===== src/rtl/shfir_pkg.sv =====
// Shared types and constants for the stereo impulse response FIR convolver.
// Used by shfir_mac and stereo_hrir_fir_convolver; depends on nothing else.
`timescale 1ns / 1ps
`default_nettype none

package shfir_pkg;

    localparam int unsigned SAMPLE_BITS     = 16;
    localparam int unsigned MAX_TAPS_DEF    = 256;
    localparam int unsigned TAP_INDEX_W     = 8;
    localparam int unsigned TAP_COUNT_W     = 9;
    localparam int unsigned TAP_COUNT_RESET = 256;

    localparam int unsigned APB_ADDR_W = 3;
    localparam int unsigned APB_DATA_W = 32;

    // Register index, taken from paddr above the byte offset.
    localparam logic [APB_ADDR_W-3:0] REG_TAP_COUNT = '0;

    localparam logic MODE_SAMPLE = 1'b0;
    localparam logic MODE_LOAD   = 1'b1;

    typedef struct packed {
        logic                          mode;
        logic signed [SAMPLE_BITS-1:0] left_sample;
        logic signed [SAMPLE_BITS-1:0] right_sample;
        logic [TAP_INDEX_W-1:0]        tap_index;
        logic signed [SAMPLE_BITS-1:0] tap_left;
        logic signed [SAMPLE_BITS-1:0] tap_right;
    } t_in_item;

    typedef struct packed {
        logic signed [SAMPLE_BITS-1:0] left_out;
        logic signed [SAMPLE_BITS-1:0] right_out;
    } t_out_item;

    // Control that travels with each tap beat through the MAC pipeline.
    typedef struct packed {
        logic valid;
        logic first;
        logic last;
    } t_mac_ctl;

    typedef enum logic [2:0] {
        ST_CLEAR,
        ST_IDLE,
        ST_RUN,
        ST_DRAIN,
        ST_FINISH
    } t_state;

endpackage

`default_nettype wire


===== src/rtl/shfir_mac.sv =====
// Two-channel multiply-accumulate unit with round-half-up and saturation.
// Depends on shfir_pkg for the beat control struct and the sample width.
`timescale 1ns / 1ps
`default_nettype none

module shfir_mac #(
    parameter int unsigned MAX_TAPS = shfir_pkg::MAX_TAPS_DEF
) (
    input  wire logic                                     i_clk,
    input  wire logic                                     i_rst_n,
    input  wire logic                                     i_start,
    input  wire shfir_pkg::t_mac_ctl                      i_ctl,
    input  wire logic signed [shfir_pkg::SAMPLE_BITS-1:0] i_tap_l,
    input  wire logic signed [shfir_pkg::SAMPLE_BITS-1:0] i_tap_r,
    input  wire logic signed [shfir_pkg::SAMPLE_BITS-1:0] i_hist_l,
    input  wire logic signed [shfir_pkg::SAMPLE_BITS-1:0] i_hist_r,
    output logic                                          o_done,
    output logic signed [shfir_pkg::SAMPLE_BITS-1:0]      o_left,
    output logic signed [shfir_pkg::SAMPLE_BITS-1:0]      o_right
);

    localparam int unsigned SB     = shfir_pkg::SAMPLE_BITS;
    localparam int unsigned AW     = $clog2(MAX_TAPS);
    localparam int unsigned PROD_W = 2 * SB;
    localparam int unsigned ACC_W  = PROD_W + AW + 1;

    localparam logic signed [ACC_W:0] HALF   = (ACC_W + 1)'(1) << (SB - 2);
    localparam logic signed [ACC_W:0] SAT_HI = ((ACC_W + 1)'(1) << (SB - 1)) - (ACC_W + 1)'(1);
    localparam logic signed [ACC_W:0] SAT_LO = ~SAT_HI;

    logic signed [PROD_W-1:0] r_prod_l;
    logic signed [PROD_W-1:0] r_prod_r;
    shfir_pkg::t_mac_ctl      r_prod_ctl;
    logic signed [ACC_W-1:0]  r_acc_l;
    logic signed [ACC_W-1:0]  r_acc_r;
    logic                     r_done;

    always_ff @(posedge i_clk) begin
        r_prod_l <= i_tap_l * i_hist_l;
        r_prod_r <= i_tap_r * i_hist_r;
    end

    always_ff @(posedge i_clk) begin
        if (!i_rst_n) begin
            r_prod_ctl <= '0;
        end else begin
            r_prod_ctl <= i_ctl;
        end
    end

    always_ff @(posedge i_clk) begin
        if (r_prod_ctl.valid) begin
            if (r_prod_ctl.first) begin
                r_acc_l <= ACC_W'(r_prod_l);
                r_acc_r <= ACC_W'(r_prod_r);
            end else begin
                r_acc_l <= r_acc_l + ACC_W'(r_prod_l);
                r_acc_r <= r_acc_r + ACC_W'(r_prod_r);
            end
        end
    end

    // Done is cleared when an item starts and set once its last product is summed.
    always_ff @(posedge i_clk) begin
        if (!i_rst_n) begin
            r_done <= 1'b0;
        end else if (i_start) begin
            r_done <= 1'b0;
        end else if (r_prod_ctl.valid && r_prod_ctl.last) begin
            r_done <= 1'b1;
        end
    end

    function automatic logic signed [SB-1:0] round_sat(input logic signed [ACC_W-1:0] acc);
        logic signed [ACC_W:0] v_sum;
        logic signed [ACC_W:0] v_shr;
        logic signed [ACC_W:0] v_sat;
        v_sum = (ACC_W + 1)'(acc) + HALF;
        v_shr = v_sum >>> (SB - 1);
        if (v_shr > SAT_HI) begin
            v_sat = SAT_HI;
        end else if (v_shr < SAT_LO) begin
            v_sat = SAT_LO;
        end else begin
            v_sat = v_shr;
        end
        return v_sat[SB-1:0];
    endfunction

    assign o_done  = r_done;
    assign o_left  = round_sat(r_acc_l);
    assign o_right = round_sat(r_acc_r);

endmodule

`default_nettype wire


===== config.mk =====
export PLATFORM = sky130hd
export DESIGN_NAME = shfir_mac
export DESIGN_NICKNAME = d
export VERILOG_FILES = /design/src/rtl/shfir_pkg.sv /design/src/rtl/shfir_mac.sv
export SDC_FILE = /design/constraint.sdc
export NUM_CORES = 2
export LEC_CHECK = 0
export ABC_AREA = 1
export ABC_CLOCK_PERIOD_IN_PS = 16800
export BUFFER_PORTS_ARGS = -buffer_cell sky130_fd_sc_hd__clkbuf_2
export CAP_MARGIN = 40
export CORE_MARGIN = 2
export CORE_UTILIZATION = 40
export DETAILED_ROUTE_END_ITERATION = 16
export SKIP_CTS_REPAIR_TIMING = 1
export SYNTH_ARGS = -nofsm -noshare
export SYNTH_HDL_FRONTEND = slang
export SYNTH_SLANG_ARGS = --single-unit

===== constraint.sdc =====
create_clock -name i_clk -period 16.8 [get_ports i_clk]
set_clock_uncertainty 0.15 [all_clocks]
set_input_delay 3.36 -clock i_clk [delete_from_list [all_inputs] [get_ports i_clk]]
set_output_delay 3.36 -clock i_clk [all_outputs]
set_load 0.05 [all_outputs]

==> results.py <==
metrics = {
    "outcome": {
        "status": "finished, final reports clean",
    },
    "worst_setup_path": {
        "rr_endpoint": "r_acc_r[32]",
        "worst-path-buf-inv": 5,
        "end_kind": "flop",
        "r2r_start": "r_prod_r[0]",
        "required_ps": 17000,
        "cpMaxStageDelayCell": "fa_1",
        "cpPeakStageDelay_ps": 880,
        "worstPathArrival_ps": 8950,
        "start_kind": "input pin",
        "cpLargestDelayFamily": "adder cells",
        "cp_common_cell": "fa_1",
        "critPathMaxFanout": 16,
        "cp.depth": 20,
        "path_cells": "clkbuf_2 > nand2_1 > inv_1 > fa_1 > fa_1 > fa_1 > fa_1 > inv_1 > fa_1 > inv_1 > fa_1 > ha_1 > nand2_1 > inv_1 > a221oi_1 > o21ai_0 > a21oi_1 > nand2_1 > nand2_1 > nand2_1",
        "rrSetupSlack_ps": 13550,
        "path_class": "in2reg",
        "rr_worst_depth": 15,
    },
    "drt": {
        "routedWlPerCell_um": 15.7,
        "remaining_drc_errors": 0,
        "drt_iter0_drc": 1895,
        "num_vias": 28100,
        "drt_wl_total_um": 89700,
        "firstDrtPassIters": 6,
        "routed_via_density": 4.91,
        "ant_nets": 0,
    },
    "yosys": {
        "syn_inst": 4643,
        "synth_compound_area_share_pct": 5.88,
        "synth_top_family_by_area": "adder cells",
        "synth_cell_types": 47,
        "synth_xor_area_share_pct": 2.66,
        "synthSimpleGateAreaFrac_pct": 24.9,
        "synthMuxAreaShare_pct": 0,
        "synth_edf_count": 82,
        "ys_top_cells_by_count": "nand2_1, inv_1, fa_1",
        "synth_ff_type": "edfxtp_1",
        "synth-async-reset-ratio_pct": 0,
        "syn_area_per_cell_um2": 7.16,
        "yosysWarnings": 0,
        "synth_area_leader_cell": "fa_1",
        "synth_fa_ha_area_share_pct": 41.0,
        "seq_area_frac_synth_pct": 11.5,
        "synth_area_mm2": 0.0332,
        "synthesis.nets": 5485,
        "synth_seq_cells": 150,
        "synth_area_leaders": "fa_1, nand2_1, inv_1",
        "synth_most_common_cell": "nand2_1",
        "synth_top_cell_area_share_pct": 31.7,
    },
    "sta": {
        "slew_violations": 0,
        "rsz0062_at_grt": "no",
        "period_needed_ps": 8750,
        "slew_headroom_pct": 39.6,
        "hold_slack_ps": 365,
        "tns_ps": 0,
        "worst_pin_slew_ps": 896,
        "min_period_over_period_pct": 52.1,
        "setup_violations": 0,
        "fmax_mhz": 114,
        "hold_viol": 0,
    },
    "layout": {
        "multi_input_area_mm2": 0.0247,
        "layout-drive-gt1-share_pct": 4.87,
        "syn2layout_area_growth_pct": 5.72,
        "final_cells": 5713,
        "finalNetCount": 5472,
        "num_antenna_cells": 0,
        "n_fill_cell": 8515,
        "regArea_mm2": 0.00383,
        "finalCoreUtilization_pct": 42.8,
    },
    "clock_network": {
        "clkSinkCount": 150,
        "clock_tree.root_cell": "clkbuf_16",
        "cts_buffers": 17,
        "cts_tree": "built",
        "clockBufferDepth": 2,
        "clock_latency_ps": 460,
        "htreeDepth": 4,
        "path_clk_slew_ps": 70,
    },
    "min_path": {
        "whs_path_depth": 2,
        "min_to": "o_done",
        "holdCritPathClass": "reg2reg",
        "hp-start": "r_prod_ctl[0]",
    },
    "grt": {
        "grt_max_degree": 54,
        "grt_pass1_wl_um": 148000,
        "antenna_found_initial": 0,
        "first_global_vias": 28600,
        "track_usage_pct": 21.5,
        "overflow": 0,
    },
    "placed_design": {
        "hpwl_um": 76000,
        "port_buffers": 102,
        "gp_congestion": 0.960,
        "dpl.cell_count": 5681,
    },
    "floorplanning": {
        "core-area_mm2": 0.0821,
        "fp.dieH_um": 292,
        "start_util_pct": 40.5,
        "dieWidth_um": 292,
        "num_rows": 105,
        "io_pins": 103,
        "die_area_mm2": 0.0854,
    },
    "run": {
        "max_cap_violations": 0,
    },
}
[final cells by class]
class	count	share of cell area, %
Timing Repair Buffer	105	1.52
Clock inverter	10	0.224
Inverter	1099	11.7
Multi-Input combinational cell	3257	70.4
Sequential cell	150	10.9
Tap cell	1070	3.81
Clock buffer	22	1.41
[cell families (layout without fill, tap and decap cells)]
kind of cell | Yosys count | count (layout)
AND/OR/NAND/NOR | 2022 | 2022
adder cells (fa/ha/maj) | 772 | 772
AO/OA/AOI/OAI | 363 | 363
buffers and inverters | 1236 | 1236
flip-flops | 150 | 150
XOR/XNOR | 100 | 100
[placed cells by master, fill, tap and decap left out, drive strengths merged, types with 2 or more instances in the layout]
cell,netlist,layout
xor2,54,54
ha,246,246
a21o,9,9
a221oi,2,2
edfxtp,82,82
and2,2,2
a31oi,5,5
a31o,2,2
inv,1097,1105
o21bai,12,12
nand3,195,195
clkbuf,131,124
fa,526,526
a21oi,176,176
nor3,27,27
nor2,334,334
dfxtp,68,68
xnor2,46,46
or2,36,36
o21ai,134,134
o211ai,4,4
clkinv,2,4
buf,6,3
o31ai,7,7
nand4,49,49
nand2,1361,1361
o21a,4,4
nor4,2,2
nand3b,14,14
a21boi,7,7
[worst register-to-register path: stages, from the launching register on]
cell	delay, ps
dfxtp_1	340
ha_1	250
inv_1	80
fa_1	360
inv_1	130
nand2_1	90
o21ai_1	440
inv_1	150
o21ai_2	360
nand2_1	130
nand2_1	170
nand2_1	70
nand2_1	80
nand2_1	50
nand2_1	50
o21ai_0	80
[registers in the layout, summed over array words and instances, names as in the netlist]
| signal | count |
|---|---|
| o_done | 1 |
| r_acc_l | 41 |
| r_acc_r | 41 |
| r_prod_ctl | 3 |
| r_prod_l | 32 |
| r_prod_r | 32 |
[through the flow]
stage | setup slack, ps | instance area [um^2]
floorplan | 8110 | 33200
global placement | 7630 | 34600
detailed placement | 7540 | 34600
CTS | 8030 | 35100
global route | 7680 | 35100
finish | 8050 | 35100
[routing by layer]
layer | global-route usage (%) | wire (um) | vias to the layer above | share of wire [%]
met3 | 2.04 | 4280 | 106 | 4.8
li1 | - | - | 13800 | -
met1 | 30.8 | 43100 | 13400 | 48
met2 | 35.4 | 40700 | 709 | 45
met4 | 4.68 | 1650 | 0 | 1.8
met5 | 0 | 0 | - | 0
[worst max path at each step]
stage                start           end  slack [ps]
2_1_floorplan  i_hist_l[3]  r_prod_l[29]        8110
3_3_place_gp   i_hist_r[1]  r_prod_r[30]        7630
3_5_place_dp   i_hist_r[1]  r_prod_r[30]        7540
4_1_cts        i_hist_r[1]  r_prod_r[30]        8030
5_1_grt        i_tap_l[15]  r_prod_l[31]        7680
6_report       i_hist_r[1]  r_prod_r[30]        8050
Power is not shown: default switching activity piles up to over one toggle a cycle in this logic, so the estimate is an artifact.
